**config.mk**
```make
export PLATFORM = sky130hd
export DESIGN_NAME = json_comment_stripper_flat
export DESIGN_NICKNAME = d
export VERILOG_FILES = /design/src/jcs_pkg.sv /design/src/jcs_if.sv /design/src/json_comment_stripper.sv /design/src/jcs_out_fifo.sv /design/src/flat_wrapper.sv
export SDC_FILE = /design/constraint.sdc
export NUM_CORES = 1
export LEC_CHECK = 0
export ABC_CLOCK_PERIOD_IN_PS = 8200
export BUFFER_PORTS_ARGS = -buffer_cell sky130_fd_sc_hd__buf_4
export CAP_MARGIN = 20
export CORE_ASPECT_RATIO = 0.6
export CORE_MARGIN = 2
export CORE_UTILIZATION = 45
export DETAILED_ROUTE_END_ITERATION = 10
export PLACE_DENSITY = 0.75
export SYNTH_ARGS = -nofsm -noshare
export SYNTH_HDL_FRONTEND = slang
export SYNTH_SLANG_ARGS = --single-unit
export TNS_END_PERCENT = 100
```
**constraint.sdc**
```tcl
create_clock -name clk_i -period 8.2 [get_ports clk_i]
set_input_delay 0.41 -clock clk_i [delete_from_list [all_inputs] [get_ports clk_i]]
set_output_delay 0.41 -clock clk_i [all_outputs]
set_load 0.005 [all_outputs]
```
**src/jcs_pkg.sv**
```systemverilog
package jcs_pkg;

  // scanner modes
  localparam logic [2:0] ModeOut       = 3'd0;
  localparam logic [2:0] ModeSlash     = 3'd1;
  localparam logic [2:0] ModeStr       = 3'd2;
  localparam logic [2:0] ModeEsc       = 3'd3;
  localparam logic [2:0] ModeLine      = 3'd4;
  localparam logic [2:0] ModeLineCr    = 3'd5;
  localparam logic [2:0] ModeBlock     = 3'd6;
  localparam logic [2:0] ModeBlockStar = 3'd7;

  // end-of-stream status codes
  localparam logic [1:0] StatusOk        = 2'd0;
  localparam logic [1:0] StatusOpenBlock = 2'd1;
  localparam logic [1:0] StatusTrailEsc  = 2'd2;

  // characters the scanner looks for
  localparam logic [7:0] CharSlash  = 8'h2F;
  localparam logic [7:0] CharStar   = 8'h2A;
  localparam logic [7:0] CharQuote  = 8'h22;
  localparam logic [7:0] CharBslash = 8'h5C;
  localparam logic [7:0] CharLf     = 8'h0A;
  localparam logic [7:0] CharCr     = 8'h0D;

  // output queue sizing
  localparam int FifoDepth = 4;
  localparam int FifoPtrW  = $clog2(FifoDepth);
  localparam int FifoCntW  = $clog2(FifoDepth + 1);

  typedef struct packed {
    logic [7:0] in_byte;
    logic       in_last;
  } in_item_t;

  typedef struct packed {
    logic [7:0] out_byte;
    logic       out_valid;
    logic       out_last;
    logic [1:0] status;
  } out_item_t;

  // results of one accepted byte, written into the output queue
  typedef struct packed {
    logic [1:0] cnt;
    out_item_t  item0;
    out_item_t  item1;
  } push_t;

endpackage

```
**src/jcs_if.sv**
```systemverilog
interface jcs_in_if import jcs_pkg::*; ();
  logic     valid;
  logic     ready;
  in_item_t payload;

  modport source (output valid, output payload, input ready);
  modport sink (input valid, input payload, output ready);
endinterface

interface jcs_out_if import jcs_pkg::*; ();
  logic      valid;
  logic      ready;
  out_item_t payload;

  modport source (output valid, output payload, input ready);
  modport sink (input valid, input payload, output ready);
endinterface

```
**src/json_comment_stripper.sv**
```systemverilog
// JSONC comment stripper. Bytes of a text stream enter on in_i, one per
// transfer, and the bytes that survive leave on out_o, one per transfer.
// Line comments are dropped together with the LF, CRLF or CR that ends
// them; block comments are dropped through their closing star-slash.
// Inside double-quoted strings everything passes, and a backslash escapes
// the byte after it. A slash outside a string is held until the next byte
// shows whether it opens a comment, so one input byte can give zero, one
// or two results. The byte flagged in_last always produces a final result
// with out_last set and a status (ok, open block comment, or backslash as
// the final string byte); if nothing else is kept it is a result with
// out_valid low. The mode machine decides each byte in the cycle it is
// taken, so the block accepts one byte per clock while in_i ready is high;
// results are written into a four-entry output queue that drives out_o,
// draining at one per clock while out_o is ready. in_i ready drops only
// while that queue has fewer than two free entries. Without downstream
// stalls, only bytes releasing a held slash with a second byte (two
// results) leave results waiting in the queue, and the input waits only
// once downstream stalls have let three or more results pile up there.
module json_comment_stripper import jcs_pkg::*; (
  input  logic     clk_i,
  input  logic     rst_ni,
  jcs_in_if.sink   in_i,
  jcs_out_if.source out_o
);

  typedef struct packed {
    logic       emit;
    logic [2:0] mode;
  } plain_t;

  // ordinary text byte outside strings and comments
  function automatic plain_t plain_byte(input logic [7:0] b);
    plain_t r;
    if (b == CharQuote) begin
      r.emit = 1'b1;
      r.mode = ModeStr;
    end else if (b == CharSlash) begin
      r.emit = 1'b0;
      r.mode = ModeSlash;
    end else begin
      r.emit = 1'b1;
      r.mode = ModeOut;
    end
    return r;
  endfunction

  logic [2:0] mode_q, mode_d;
  logic       in_acc;
  logic       space_ok;
  push_t      push;

  // scan results for the byte on the input
  logic [1:0] cnt;
  logic [7:0] slot0, slot1;
  logic       fill;
  logic [1:0] st;
  plain_t     pl;
  logic [7:0] b;
  logic       last;

  assign in_i.ready = space_ok;
  assign in_acc     = in_i.valid && in_i.ready;
  assign b          = in_i.payload.in_byte;
  assign last       = in_i.payload.in_last;

  always_comb begin
    mode_d = mode_q;
    cnt    = 2'd0;
    slot0  = '0;
    slot1  = '0;
    fill   = 1'b0;
    st     = StatusOk;
    pl     = plain_byte(b);

    case (mode_q)
      ModeOut: begin
        if (pl.emit) begin
          slot0 = b;
          cnt   = 2'd1;
        end
        mode_d = pl.mode;
      end
      ModeSlash: begin
        if (b == CharSlash) begin
          mode_d = ModeLine;
        end else if (b == CharStar) begin
          mode_d = ModeBlock;
        end else begin
          // held slash was plain text after all
          slot0 = CharSlash;
          cnt   = 2'd1;
          if (pl.emit) begin
            slot1 = b;
            cnt   = 2'd2;
          end
          mode_d = pl.mode;
        end
      end
      ModeStr: begin
        if (b == CharBslash) begin
          if (last) begin
            st = StatusTrailEsc;
          end else begin
            slot0  = b;
            cnt    = 2'd1;
            mode_d = ModeEsc;
          end
        end else begin
          slot0 = b;
          cnt   = 2'd1;
          if (b == CharQuote) begin
            mode_d = ModeOut;
          end
        end
      end
      ModeEsc: begin
        slot0  = b;
        cnt    = 2'd1;
        mode_d = ModeStr;
      end
      ModeLine: begin
        if (b == CharLf) begin
          mode_d = ModeOut;
        end else if (b == CharCr) begin
          mode_d = ModeLineCr;
        end
      end
      ModeLineCr: begin
        // an LF right after the CR belongs to the same break
        if (b == CharLf) begin
          mode_d = ModeOut;
        end else begin
          if (pl.emit) begin
            slot0 = b;
            cnt   = 2'd1;
          end
          mode_d = pl.mode;
        end
      end
      ModeBlock: begin
        if (b == CharStar) begin
          mode_d = ModeBlockStar;
        end
      end
      ModeBlockStar: begin
        if (b == CharSlash) begin
          mode_d = ModeOut;
        end else if (b != CharStar) begin
          mode_d = ModeBlock;
        end
      end
      default: begin
        mode_d = ModeOut;
      end
    endcase

    if (last) begin
      if (mode_d == ModeSlash) begin
        // slash as final byte is flushed
        if (cnt == 2'd0) begin
          slot0 = CharSlash;
        end else begin
          slot1 = CharSlash;
        end
        cnt = cnt + 2'd1;
      end else if (mode_d == ModeBlock || mode_d == ModeBlockStar) begin
        st = StatusOpenBlock;
      end
      if (cnt == 2'd0) begin
        // nothing kept: carry the end mark on an empty result
        fill = 1'b1;
        cnt  = 2'd1;
      end
      mode_d = ModeOut;
    end
  end

  always_comb begin
    push.cnt             = in_acc ? cnt : 2'd0;
    push.item0.out_byte  = slot0;
    push.item0.out_valid = !fill;
    push.item0.out_last  = last && (cnt == 2'd1);
    push.item0.status    = (last && (cnt == 2'd1)) ? st : StatusOk;
    push.item1.out_byte  = slot1;
    push.item1.out_valid = 1'b1;
    push.item1.out_last  = last;
    push.item1.status    = last ? st : StatusOk;
  end

  always_ff @(posedge clk_i or negedge rst_ni) begin
    if (!rst_ni) begin
      mode_q <= ModeOut;
    end else if (in_acc) begin
      mode_q <= mode_d;
    end
  end

  // result queue toward the output channel
  jcs_out_fifo u_out_fifo (
    .clk_i      (clk_i),
    .rst_ni     (rst_ni),
    .push_i     (push),
    .space_ok_o (space_ok),
    .out_o      (out_o)
  );

`ifndef NO_ASSERTIONS
  // every stream ends with the scanner back outside strings and comments
  a_last_resets_mode: assert property (@(posedge clk_i) disable iff (!rst_ni)
    (in_acc && in_i.payload.in_last) |=> (mode_q == ModeOut))
    else $error("mode not reset after final byte");

  // two results only come from releasing a held slash
  a_two_from_slash: assert property (@(posedge clk_i) disable iff (!rst_ni)
    (push.cnt == 2'd2) |-> (mode_q == ModeSlash))
    else $error("two results without a held slash");

  // an empty result exists only to carry the end of the stream
  a_empty_is_last: assert property (@(posedge clk_i) disable iff (!rst_ni)
    (out_o.valid && !out_o.payload.out_valid) |-> out_o.payload.out_last)
    else $error("empty result that is not final");
`endif

endmodule

```
**src/jcs_out_fifo.sv**
```systemverilog
module jcs_out_fifo import jcs_pkg::*; (
  input  logic      clk_i,
  input  logic      rst_ni,
  input  push_t     push_i,
  output logic      space_ok_o,
  jcs_out_if.source out_o
);

  out_item_t             mem_q [FifoDepth];
  logic [FifoPtrW-1:0]   wr_q, wr_d, rd_q, rd_d;
  logic [FifoCntW-1:0]   cnt_q, cnt_d;
  logic [FifoPtrW-1:0]   wr_nxt;
  logic                  pop;

  assign pop    = out_o.valid && out_o.ready;
  assign wr_nxt = wr_q + FifoPtrW'(1);

  assign wr_d  = wr_q + FifoPtrW'(push_i.cnt);
  assign rd_d  = rd_q + FifoPtrW'(pop);
  assign cnt_d = cnt_q + FifoCntW'(push_i.cnt) - FifoCntW'(pop);

  // room for the worst case of two results from the next byte
  assign space_ok_o = (cnt_q <= FifoCntW'(FifoDepth - 2));

  assign out_o.valid   = (cnt_q != '0);
  assign out_o.payload = mem_q[rd_q];

  always_ff @(posedge clk_i or negedge rst_ni) begin
    if (!rst_ni) begin
      wr_q  <= '0;
      rd_q  <= '0;
      cnt_q <= '0;
    end else begin
      wr_q  <= wr_d;
      rd_q  <= rd_d;
      cnt_q <= cnt_d;
    end
  end

  always_ff @(posedge clk_i) begin
    if (push_i.cnt != 2'd0) begin
      mem_q[wr_q] <= push_i.item0;
    end
    if (push_i.cnt == 2'd2) begin
      mem_q[wr_nxt] <= push_i.item1;
    end
  end

endmodule
```
**src/flat_wrapper.sv**
```systemverilog
// flat-port wrapper written by rule: the top's interface ports become plain ports
module json_comment_stripper_flat import jcs_pkg::*;
  (clk_i, rst_ni, in_i_valid, in_i_payload, in_i_ready, out_o_valid, out_o_payload, out_o_ready);
  jcs_in_if in_i_i ();
  jcs_out_if out_o_i ();
  input  logic clk_i;
  input  logic rst_ni;
  input wire logic [$bits(in_i_i.valid)-1:0] in_i_valid;
  input wire logic [$bits(in_i_i.payload)-1:0] in_i_payload;
  output wire logic [$bits(in_i_i.ready)-1:0] in_i_ready;
  output wire logic [$bits(out_o_i.valid)-1:0] out_o_valid;
  output wire logic [$bits(out_o_i.payload)-1:0] out_o_payload;
  input wire logic [$bits(out_o_i.ready)-1:0] out_o_ready;
  assign in_i_i.valid = in_i_valid;
  assign in_i_i.payload = in_i_payload;
  assign in_i_ready = in_i_i.ready;
  assign out_o_valid = out_o_i.valid;
  assign out_o_payload = out_o_i.payload;
  assign out_o_i.ready = out_o_ready;
  json_comment_stripper u_core (.clk_i(clk_i), .rst_ni(rst_ni), .in_i(in_i_i), .out_o(out_o_i));
endmodule
```
==> reports/summary.txt, run 1 <==
Status = finished, final reports clean
Top cell type's share of synthesized area = 37.8%
LEAKAGE = 0.00144 µW
Clock buffer count from CTS = 9
DRC violations left = 0
Mapped Area = 3500 µm²
YS warnings = 0
RSZ-0062 raised after global routing = false
Max Slew Vio Count = 0
Boundary pin count = 27
Total grt overflow = 0
Core box area = 7390 µm²
DR WL/cell = 20.6 µm
Crit-path slowest cell = dfrtp_1
Fraction of layout instances using a drive strength above 1 = 26.1%
Cell area after layout = 3980 µm²
Wire length on met3 = 764 µm
Vias in the first global route = 2,472
Mean number of vias per cell = 6.14
Final #Nets = 329
Gr usage total = 21.8%
Hold Violations, Final = 0
Syn Inst Count = 289
Number of routed nets with antenna violations = 0
Post-synth EDFFs = 44
Final Power = 1150 µW
Dpl cell area = 3700 µm²
Worst Path Arrival = 3.88 ns
Vias after detailed routing = 2,565
Initial antenna violation count = 0
Antenna cells = 0
Area Growth Syn to Fin = 13.7%
Setup TNS = 0 ns
Initial Util = 47.3%
Synth area leader = edfxtp_1
Layout Utilization = 53.8%
Mapped Avg Cell Area = 12.1 µm²
Setup violators final = 0
Routability cong. = 0.922
Buffers on Ports = 26
Max-slew headroom = 46.3%
Seq/Total Area, Yosys = 47.2%
Synth cell types = 74
Critical Path Source Type = flip-flop
Clock buffer depth = 2
Synth Register Bits = 58
Worst path buffer plus inverter count = 2
Die H = 72.3 µm
Met2 wire length = 3490 µm
Critical path cell sequence = nor3_1 -> nand2_1 -> nand3_1 -> inv_1 -> ha_1 -> o2111ai_1 -> a21o_1 -> ha_1 -> inv_1 -> fa_1 -> xnor2_1 -> xnor2_1
Power Density = 289 nW/µm²
CP peak stage delay = 0.55 ns
Clk_lat worst skew = 0.33 ns
Ys async rst share = 17.2%
Number of max-cap violations = 0
Metal-1 WL = 4250 µm
Slew @ Worst Pin = 0.806 ns
Row cnt = 24
Crit path max-delay family = adder cells
Req. time, crit path = 8.41 ns
Drt initial violations = 289
Postcts setup bufs = 0
DR pass1 iterations = 5
DP Wirelength = 6210 µm
Hold crit path type = input port to flip-flop
CTS clk-pin slew, worst paths = 0.05 ns
CP Class = flip-flop to flip-flop
Die Area = 8520 µm²
Crit-path max FO = 17
Ys flop type = edfxtp_1
Fin crit share = 44.8%
Clock Skew = 0.00517 ns
Crit. End Element = flip-flop
Global-route wire length before repair = 13,900 µm
Ranking of synthesized cells by area = edfxtp_1 38%, mux4_2 7.7%, dfrtp_1 7.2%, o22ai_1 3.8%, dfxtp_1 2.3%
Syn nets = 309
Min Tclk post-route = 3.67 ns
Clock sinks = 58
Die Span X = 118 µm
CTS tree = yes
Fmax = 272 MHz
Root buffer cell = clkbuf_16
Uppermost routed layer = met4
Maximum VDD drop = 134 µV
Number of H-tree levels = 3
Total wire length = 8600 µm
Largest net degree at the start of global routing = 23
==> layer usage <==
layer  GRT usage, %  vias to the layer above
met5              0                        -
met4           7.63                        0
met3           6.29                       10
met2           29.7                      123
met1           32.9                     1261
li1               -                     1171
==> worst reg2reg max path: cells and delay by family, from the launching register on <==
kind | cells | cell delay, ns
adders and majority gates | 3 | 1.10
and+or+nand+nor | 3 | 1.07
DFF | 1 | 0.55
buffers and inverters | 2 | 0.16
AOI/OAI and AO/OA | 2 | 0.39
xor gates and xnor gates | 2 | 0.27
==> placed cells by master (no fill, tap or decap), types with 3 or more instances in the layout <==
cell type / netlist / layout
edfxtp_1: 44 / 44
buf_4: 4 / 30
o22ai_1: 21 / 21
nor2_1: 20 / 20
nand2_1: 18 / 18
mux4_2: 12 / 12
inv_1: 10 / 10
dfrtp_1: 10 / 10
and2_1: 9 / 9
clkbuf_16: 0 / 9
and3_1: 7 / 7
nand3_1: 6 / 6
ha_1: 6 / 6
nor3_1: 5 / 5
nand4_1: 5 / 5
a21oi_1: 5 / 5
nand2b_1: 5 / 5
a21boi_1: 5 / 5
a211oi_2: 5 / 5
o31ai_1: 5 / 5
o2bb2ai_1: 4 / 4
o32a_1: 4 / 4
dfxtp_1: 4 / 4
xnor2_1: 3 / 3
clkinv_2: 0 / 3
==> cells by family (layout without fill, tap and decap cells) <==
| group | count (synthesis) | count (layout) | share of synthesized area (%) |
|---|---|---|---|
| AND/OR/NAND/NOR | 97 | 97 | 16.9 |
| AO/OA/AOI/OAI | 75 | 75 | 18.0 |
| flip-flops | 58 | 58 | 47.2 |
| buffers and inverters | 33 | 58 | 5.44 |
| multiplexers | 13 | 13 | 8.05 |
| adder cells (fa/ha/maj) | 7 | 7 | 2.72 |
| XOR/XNOR | 6 | 6 | 1.72 |
==> report_power, final <==
part / internal (µW) / leakage, µW / switching [µW]
Sequential: 392 / 0.000580 / 69.5
Clock: 201 / 0.000126 / 126
Combinational: 189 / 0.000738 / 172
==> worst paths after layout <==
path	to	startpoint	cells after the start	slack (ns)
worst max-delay path	u_core.u_out_fifo.cnt_q[2]$_DFF_PN0_	u_core.mode_q[2]$_DFFE_PN0P_	12	4.53
worst min-delay path	u_core.mode_q[2]$_DFFE_PN0P_	in_i_payload[0]	2	0.41
worst max register to register	u_core.u_out_fifo.cnt_q[2]$_DFF_PN0_	u_core.mode_q[2]$_DFFE_PN0P_	12	4.53
worst min register to register	u_core.u_out_fifo.mem_q[1][3]$_SDFFE_PP1P_	u_core.u_out_fifo.mem_q[1][3]$_SDFFE_PP1P_	1	0.48
max in group asynchronous	u_core.u_out_fifo.rd_q[0]$_DFF_PN0_	rst_ni	2	7.61
min in group asynchronous	u_core.mode_q[2]$_DFFE_PN0P_	rst_ni	2	0.45
==> metrics by stage <==
| step | worst slack [ns] | std cells | hold slack, ns |
|---|---|---|---|
| 6_report | 4.53 | 418 | 0.414 |
| 5_1_grt | 4.25 | 418 | 0.455 |
| 3_3_place_gp | 4.71 | 401 | 0.245 |
| 3_5_place_dp | 4.61 | 401 | 0.246 |
| 4_1_cts | 4.54 | 418 | 0.404 |
| 2_1_floorplan | 5.04 | 289 | 0.114 |
==> sequential cells by signal (all words and copies together) (netlist names) <==
signal	cells
u_core.u_out_fifo.wr_q	2
u_core.u_out_fifo.cnt_q	3
u_core.mode_q	3
u_core.u_out_fifo.mem_q	48
u_core.u_out_fifo.rd_q	2
==> cell usage after synthesis (6+ instances only) <==
cell,n
ha_1,6
edfxtp_1,44
nand3_1,6
inv_1,10
and2_1,9
nand2_1,18
o22ai_1,21
and3_1,7
mux4_2,12
dfrtp_1,10
nor2_1,20
buf_2,8
==> what timing repair did <==
item                      in CTS  in global routing
hold buffers                   1                  0
resized for setup              0                  0
hold endpoints to repair      10                  0
==> cell type report <==
| type | count | area [µm²] |
|---|---|---|
| clock buffers | 10 | 229 |
| flip-flops and latches | 58 | 1650 |
| clock inverters | 6 | 33.8 |
| inverters | 11 | 41.3 |
| well taps | 104 | 130 |
| fillers | 647 | 3410 |
| repair buffers | 31 | 235 |
| multi-input cells | 198 | 1660 |
Note: power is estimated with default switching activity, not from simulation.
==> inputs of run 2 (changes only) <==
--- a/config.mk
+++ b/config.mk
@@ -5,7 +5,7 @@
 export SDC_FILE = /design/constraint.sdc
 export NUM_CORES = 1
 export LEC_CHECK = 0
-export ABC_CLOCK_PERIOD_IN_PS = 8200
+export ABC_CLOCK_PERIOD_IN_PS = 3600
 export BUFFER_PORTS_ARGS = -buffer_cell sky130_fd_sc_hd__buf_4
 export CAP_MARGIN = 20
 export CORE_ASPECT_RATIO = 0.6
==> constraint.sdc (replaced) <==
create_clock -name clk_i -period 3.6 [get_ports clk_i]
set_input_delay 0.18 -clock clk_i [delete_from_list [all_inputs] [get_ports clk_i]]
set_output_delay 0.18 -clock clk_i [all_outputs]
set_load 0.005 [all_outputs]
==> run 2 against run 1 <==
Compared with the run above:
- via count grew 0.39%
- count of clock-buffer cells in the layout shrank 1
- non-clock buffer count grew 6
- global-route usage grew 0.10 points
- fmax grew 12%
- hold slack lost 0.25 ns
- critical path depth is the same
- critical path type unchanged
==> reports/summary.txt, run 2 (synthesized netlist as in run 1, its figures left out) <==
Status = finished, final reports clean
Vias in the first global route = 2,575 (+4.2%)
Row cnt = 24 (unchanged)
CP Class = flip-flop to flip-flop
Total grt overflow = 0 (unchanged)
LEAKAGE = 0.00152 µW (+5.2%)
Min Tclk post-route = 3.27 ns (-0.403 ns)
Reg-to-Reg Start = u_core.mode_q[0]$_DFFE_PN0P_
Hold_sp = in_i_payload[0]
Commonest non-fill, non-tap cell in the layout = edfxtp_1
Largest net degree at the start of global routing = 22 (-4.3%)
Critical path cell sequence = nor3_1 -> nand2_1 -> nand3_1 -> inv_1 -> ha_1 -> o2111ai_1 -> a21o_1 -> ha_1 -> inv_1 -> fa_1 -> xnor2_1 -> xnor2_1
DP Wirelength = 6210 µm (-0.14%)
Boundary pin count = 27 (unchanged)
Clock Skew = 0.00350 ns (-0.00168 ns)
RSZ-0062 raised after global routing = false
FF-to-FF setup slack = 0.33 ns (-4.20 ns)
Crit path max-delay family = adder cells
DRC violations left = 0 (unchanged)
Max Slew Vio Count = 0 (unchanged)
Clk_lat worst skew = 0.34 ns (about the same)
Most frequent cells in the layout = 44 x edfxtp_1, 36 x buf_4, 21 x o22ai_1
Buffers on Ports = 26 (unchanged)
Hold crit path type = input port to flip-flop
CTS tree = yes
Final #Nets = 335 (+1.8%)
Critical Path Source Type = flip-flop
Initial antenna violation count = 0 (unchanged)
Dpl cell area = 3750 µm² (+1.2%)
Fraction of layout instances using a drive strength above 1 = 28.1% (+2.0 points)
Cell area after layout = 4110 µm² (+3.3%)
Routability cong. = 0.970 (+5.2%)
CP peak stage delay = 0.49 ns (-0.06 ns)
Setup violators final = 0 (unchanged)
Slew @ Worst Pin = 0.820 ns (+0.0145 ns)
Root buffer cell = clkbuf_16
Global-route wire length before repair = 13,900 µm (+0.50%)
Die Area = 8520 µm² (unchanged)
Clock sinks = 58 (unchanged)
DR WL/cell = 20.3 µm (-1.4%)
# resized after CTS = 0 (unchanged)
Vias after detailed routing = 2,575 (+0.39%)
Number of routed nets with antenna violations = 0 (unchanged)
Worst Path Arrival = 3.53 ns (-0.35 ns)
Maximum VDD drop = 272 µV (+100%)
Worst r2r dst = u_core.u_out_fifo.cnt_q[2]$_DFF_PN0_
Cell count of the worst hold path = 2 (unchanged)
Number of H-tree levels = 3 (unchanged)
Die Span X = 118 µm (unchanged)
Crit-path max FO = 11 (-6)
Hold Violations, Final = 0 (unchanged)
Antenna cells = 0 (unchanged)
Power Density = 705 nW/µm² (+140%)
Critical Path Start = u_core.mode_q[0]$_DFFE_PN0P_
Area Growth Syn to Fin = 17.5%
Mean number of vias per cell = 6.07 (-1.0%)
Clock buffer count from CTS = 9 (unchanged)
Worst path buffer plus inverter count = 2 (unchanged)
Largest regs = u_core.u_out_fifo.mem_q: 48 flops, u_core.mode_q: 3 flops, u_core.u_out_fifo.cnt_q: 3 flops
Largest register FFs = 48 (unchanged)
Max-slew headroom = 45.3% (-0.96 points)
Req. time, crit path = 3.86 ns (-4.55 ns)
Drt initial violations = 254 (-12%)
CTS clk-pin slew, worst paths = 0.06 ns (about the same)
Setup TNS = 0 ns (unchanged)
Die H = 72.3 µm (unchanged)
Core box area = 7390 µm² (unchanged)
Number of max-cap violations = 0 (unchanged)
Fin crit share = 90.8% (+46 points)
Crit-path slowest cell = dfrtp_1
Clock buffer depth = 2 (unchanged)
Fillers = 651 (+0.62%)
Fmax = 306 MHz (+12%)
DR pass1 iterations = 5 (unchanged)
Crit. End Element = flip-flop
Gr usage total = 21.9% (+0.10 points)
Total wire length = 8600 µm (about the same)
Initial Util = 47.3% (unchanged)
Top reg by flops = u_core.u_out_fifo.mem_q
Worst r2r path cells = 12 (unchanged)
Hold Path Sink = u_core.mode_q[2]$_DFFE_PN0P_
-- run 2: cell types whose count changed in the layout (fill, tap and decap cells not counted), sizes merged --
cell / previous run / this run
clkinv: 4 / 2
inv: 11 / 13
buf: 30 / 36
clkinvlp: 2 / 0
clkbuf: 10 / 9
bufinv: 0 / 3
-- run 2: stage by stage --
step / util (%) / hold WS (ns) / total power [µW] / instances / worst slack, ns
5_1_grt: 55.6 / 0.193 / 3040 / 424 / 0.0834
4_1_cts: 55.6 / 0.166 / 2910 / 424 / 0.337
3_3_place_gp: 50.7 / 0.0156 / 1870 / 407 / 0.609
2_1_floorplan: - / -0.116 / 1560 / 289 / 0.436
3_5_place_dp: 50.7 / 0.0173 / 1900 / 407 / 0.340
6_report: 55.6 / 0.169 / 2900 / 424 / 0.330
-- run 2: power breakdown --
part / internal, µW / total [µW] / switching, µW
Clock: 682 / 1010 / 329
Sequential: 892 / 1040 / 152
Combinational: 441 / 840 / 399
-- run 2: worst max path at each step --
stage                                                       to  depth (start not counted)
final                     u_core.u_out_fifo.cnt_q[2]$_DFF_PN0_                         12
after global routing      u_core.u_out_fifo.cnt_q[2]$_DFF_PN0_                         12
after CTS                 u_core.u_out_fifo.cnt_q[2]$_DFF_PN0_                         12
after detailed placement  u_core.u_out_fifo.cnt_q[2]$_DFF_PN0_                         12
after global placement    u_core.u_out_fifo.cnt_q[2]$_DFF_PN0_                         12
after floorplan           u_core.u_out_fifo.cnt_q[2]$_DFF_PN0_                         14
-- run 2: worst reg2reg max path, stage by stage, from the launching register on --
cell and delay, ns:
dfrtp_1 0.49, nor3_1 0.46, nand2_1 0.20, nand3_1 0.14, inv_1 0.05, ha_1 0.35
o2111ai_1 0.13, a21o_1 0.26, ha_1 0.29, inv_1 0.05, fa_1 0.44, xnor2_1 0.19
xnor2_1 0.14
-- run 2: cell type report --
cell class / instances / area (µm²) / share of cell area (%)
timing repair buffer: 37 / 280 / 6.82
multi-input combinational: 198 / 1660 / 40.3
clock buffer: 9 / 225 / 5.48
clock inverter: 7 / 125 / 3.05
tap: 104 / 130 / 3.17
sequential: 58 / 1650 / 40.2
inverter: 11 / 41.3 / 1.00
-- run 2: timing repair --
action,4_1_cts,5_1_grt
hold endpoints to repair,10,0
hold buffers,1,0
setup buffers,0,0
endpoints found under the setup margin,0,0
-- run 2: per-layer routing --
layer  vias to the layer above  global-route usage [%]  wire length (µm)
met3                        10                    8.41               901
met2                       119                    30.3              3480
li1                       1187                       -                 -
met4                         0                    7.63                85
met1                      1259                    31.3              4140
met5                         -                       0                 0
==> inputs of run 3 (changes only) <==
--- a/config.mk
+++ b/config.mk
@@ -8,7 +8,7 @@
 export ABC_CLOCK_PERIOD_IN_PS = 3600
 export BUFFER_PORTS_ARGS = -buffer_cell sky130_fd_sc_hd__buf_4
 export CAP_MARGIN = 20
-export CORE_ASPECT_RATIO = 0.6
+export CORE_ASPECT_RATIO = 0.75
 export CORE_MARGIN = 2
 export CORE_UTILIZATION = 45
 export DETAILED_ROUTE_END_ITERATION = 10
==> run 3 against run 2 <==
Compared with the run above:
- worst setup slack got worse by 0.051 ns
- routed wire length is 4.9% lower
- critical endpoint unchanged
- clock skew is 0.0022 ns higher
- register-to-register slack got worse by 0.05 ns
- largest cell class unchanged
- hold slack better by 0.0077 ns
- highest routed layer unchanged
- via count up 0.50%
- core utilization is 2.5 points lower
- global-route usage fell by 0.86 points
==> reports/summary.txt, run 3 (synthesized netlist as in run 1, its figures left out) <==
Status = finished, final reports clean
Antenna cells = 0 (unchanged)
Crit-path slowest cell = dfrtp_1
FF-to-FF setup slack = 0.28 ns (-0.05 ns)
Worst r2r path cells = 12 (unchanged)
Global-route wire length before repair = 13,400 µm (-3.5%)
Die Span X = 106 µm (-10%)
Initial Util = 47.1% (-0.29 points)
Commonest non-fill, non-tap cell in the layout = edfxtp_1
Hold_sp = in_i_payload[0]
Number of routed nets with antenna violations = 0 (unchanged)
Core box area = 7430 µm² (+0.61%)
DP Wirelength = 5830 µm (-6.1%)
Buffers on Ports = 26 (unchanged)
Number of H-tree levels = 3 (unchanged)
Clock Skew = 0.00573 ns (+0.00223 ns)
Clock buffer count from CTS = 9 (unchanged)
Min setup slack post-route = 0.279 ns (-0.0512 ns)
Hold Path Sink = u_core.mode_q[2]$_DFFE_PN0P_
Cts hold-fix bufs = 1 (unchanged)
Fmax = 301 MHz (-1.5%)
Vias in the first global route = 2,596 (+0.82%)
Setup violators final = 0 (unchanged)
DR pass1 iterations = 5 (unchanged)
LEAKAGE = 0.00145 µW (-4.8%)
Crit. End Element = flip-flop
Req. time, crit path = 3.86 ns (about the same)
Sw power = 805 µW (-8.5%)
Hold Violations, Final = 0 (unchanged)
Initial antenna violation count = 0 (unchanged)
Most frequent cells in the layout = 44 x edfxtp_1, 36 x buf_4, 21 x o22ai_1
CTS tree = yes
Fraction of layout instances using a drive strength above 1 = 27.8% (-0.31 points)
Routability cong. = 0.870 (-10%)
Area Growth Syn to Fin = 12.9%
Fin crit share = 92.2% (+1.4 points)
CP peak stage delay = 0.55 ns (+0.06 ns)
Hold crit path type = input port to flip-flop
Reg-to-Reg Start = u_core.mode_q[1]$_DFFE_PN0P_
Crit-path max FO = 16 (+5)
Largest register FFs = 48 (unchanged)
Final instance count without filler cells = 421 (-0.71%)
Clock share of power = 23.5% (-11 points)
DRC violations left = 0 (unchanged)
Slew @ Worst Pin = 0.864 ns (+0.0435 ns)
RSZ-0062 raised after global routing = false
Boundary pin count = 27 (unchanged)
Final #Nets = 335 (unchanged)
# resized after CTS = 0 (unchanged)
Cell Int Power = 1650 µW (-18%)
Final Power = 2460 µW (-15%)
Largest regs = u_core.u_out_fifo.mem_q: 48 flops, u_core.mode_q: 3 flops, u_core.u_out_fifo.cnt_q: 3 flops
Min Tclk post-route = 3.32 ns (+0.0512 ns)
Postcts setup bufs = 0 (unchanged)
DR WL/cell = 19.4 µm (-4.3%)
Setup TNS = 0 ns (unchanged)
Gr usage total = 21.0% (-0.86 points)
Maximum VDD drop = 275 µV (+1.0%)
Root buffer cell = clkbuf_8
Largest net degree at the start of global routing = 22 (unchanged)
Worst Path Arrival = 3.58 ns (+0.05 ns)
Mean number of vias per cell = 6.15 (+1.2%)
Switching part of the total power = 32.8% (+2.4 points)
Max-slew headroom = 42.4% (-2.9 points)
Max Slew Vio Count = 0 (unchanged)
Logic gate share of total power = 33.6% (+4.6 points)
Vias after detailed routing = 2,588 (+0.50%)
Number of max-cap violations = 0 (unchanged)
Die Area = 8500 µm² (-0.19%)
Clk_lat worst skew = 0.34 ns (about the same)
Post-Place Setup Slack = 0.381 ns (+0.0410 ns)
Placed Instances = 404 (-0.74%)
Clock buffer depth = 2 (unchanged)
Clock sinks = 58 (unchanged)
CTS clk-pin slew, worst paths = 0.06 ns (about the same)
Critical Path Source Type = flip-flop
Top reg by flops = u_core.u_out_fifo.mem_q
Critical path cell sequence = nor3_1 -> nand2_1 -> nand3_1 -> inv_1 -> ha_1 -> o2111ai_1 -> a21o_1 -> ha_1 -> inv_1 -> fa_1 -> xnor2_1 -> xnor2_1
Drt initial violations = 206 (-19%)
Die H = 80.3 µm (+11%)
CP Class = flip-flop to flip-flop
Total wire length = 8180 µm (-4.9%)
Layout Utilization = 53.1% (-2.5 points)
Cell count of the worst hold path = 2 (unchanged)
Seq pwr share = 42.8% (+6.7 points)
Worst r2r dst = u_core.u_out_fifo.cnt_q[2]$_DFF_PN0_
Total grt overflow = 0 (unchanged)
Power Density = 622 nW/µm² (-12%)
Row cnt = 27 (+13%)
[run 3: final cells by class]
cell class / instances / area [µm²]
Clock buffer: 9 / 124
Clock inverter: 7 / 68.8
Fill cell: 652 / 3480
Inverter: 11 / 41.3
Multi-Input combinational cell: 198 / 1660
Sequential cell: 58 / 1650
Tap cell: 101 / 126
Timing Repair Buffer: 37 / 280
[run 3: worst max-delay path by stage]
| stage | cells after the start | end | start | slack (ns) |
|---|---|---|---|---|
| after floorplan | 14 | u_core.u_out_fifo.cnt_q[2]$_DFF_PN0_ | u_core.mode_q[2]$_DFFE_PN0P_ | 0.44 |
| after global placement | 12 | u_core.u_out_fifo.cnt_q[2]$_DFF_PN0_ | u_core.mode_q[1]$_DFFE_PN0P_ | 0.53 |
| after detailed placement | 12 | u_core.u_out_fifo.cnt_q[2]$_DFF_PN0_ | u_core.mode_q[1]$_DFFE_PN0P_ | 0.38 |
| after CTS | 12 | u_core.u_out_fifo.cnt_q[2]$_DFF_PN0_ | u_core.mode_q[1]$_DFFE_PN0P_ | 0.33 |
| after global routing | 12 | u_core.u_out_fifo.cnt_q[2]$_DFF_PN0_ | u_core.mode_q[1]$_DFFE_PN0P_ | 0.08 |
| final | 12 | u_core.u_out_fifo.cnt_q[2]$_DFF_PN0_ | u_core.mode_q[1]$_DFFE_PN0P_ | 0.28 |
[run 3: power by group through the flow]
stage | registers, µW | clock network (µW) | logic [µW]
after floorplan | 949 | 0 | 615
after global placement | 1060 | 0 | 805
after detailed placement | 1070 | 0 | 821
after CTS | 1050 | 586 | 827
after global routing | 1070 | 622 | 897
final | 1050 | 578 | 826
[run 3: metrics by stage]
| stage | area, µm² | hold WS (ns) |
|---|---|---|
| 2_1_floorplan | 3500 | -0.116 |
| 3_3_place_gp | 3740 | 0.0138 |
| 3_5_place_dp | 3740 | 0.0149 |
| 4_1_cts | 3950 | 0.163 |
| 5_1_grt | 3950 | 0.175 |
| 6_report | 3950 | 0.176 |
[run 3: routing by layer]
metal  global-route usage (%)  up-vias  share of wire, %
met3                     5.44       13               7.3
li1                         -     1183                 -
met5                        0        -                 0
met2                     33.6      120                46
met1                     27.9     1272                46
met4                     7.24        0               1.2
[run 3: critical path, delay by kind of cell (launching register included)]
| kind | cells | cell delay [ns] |
|---|---|---|
| xor gates and xnor gates | 2 | 0.30 |
| adders and majority gates | 3 | 1.07 |
| DFF | 1 | 0.55 |
| buffers and inverters | 2 | 0.11 |
| AOI/OAI and AO/OA | 2 | 0.37 |
| and+or+nand+nor | 3 | 0.83 |
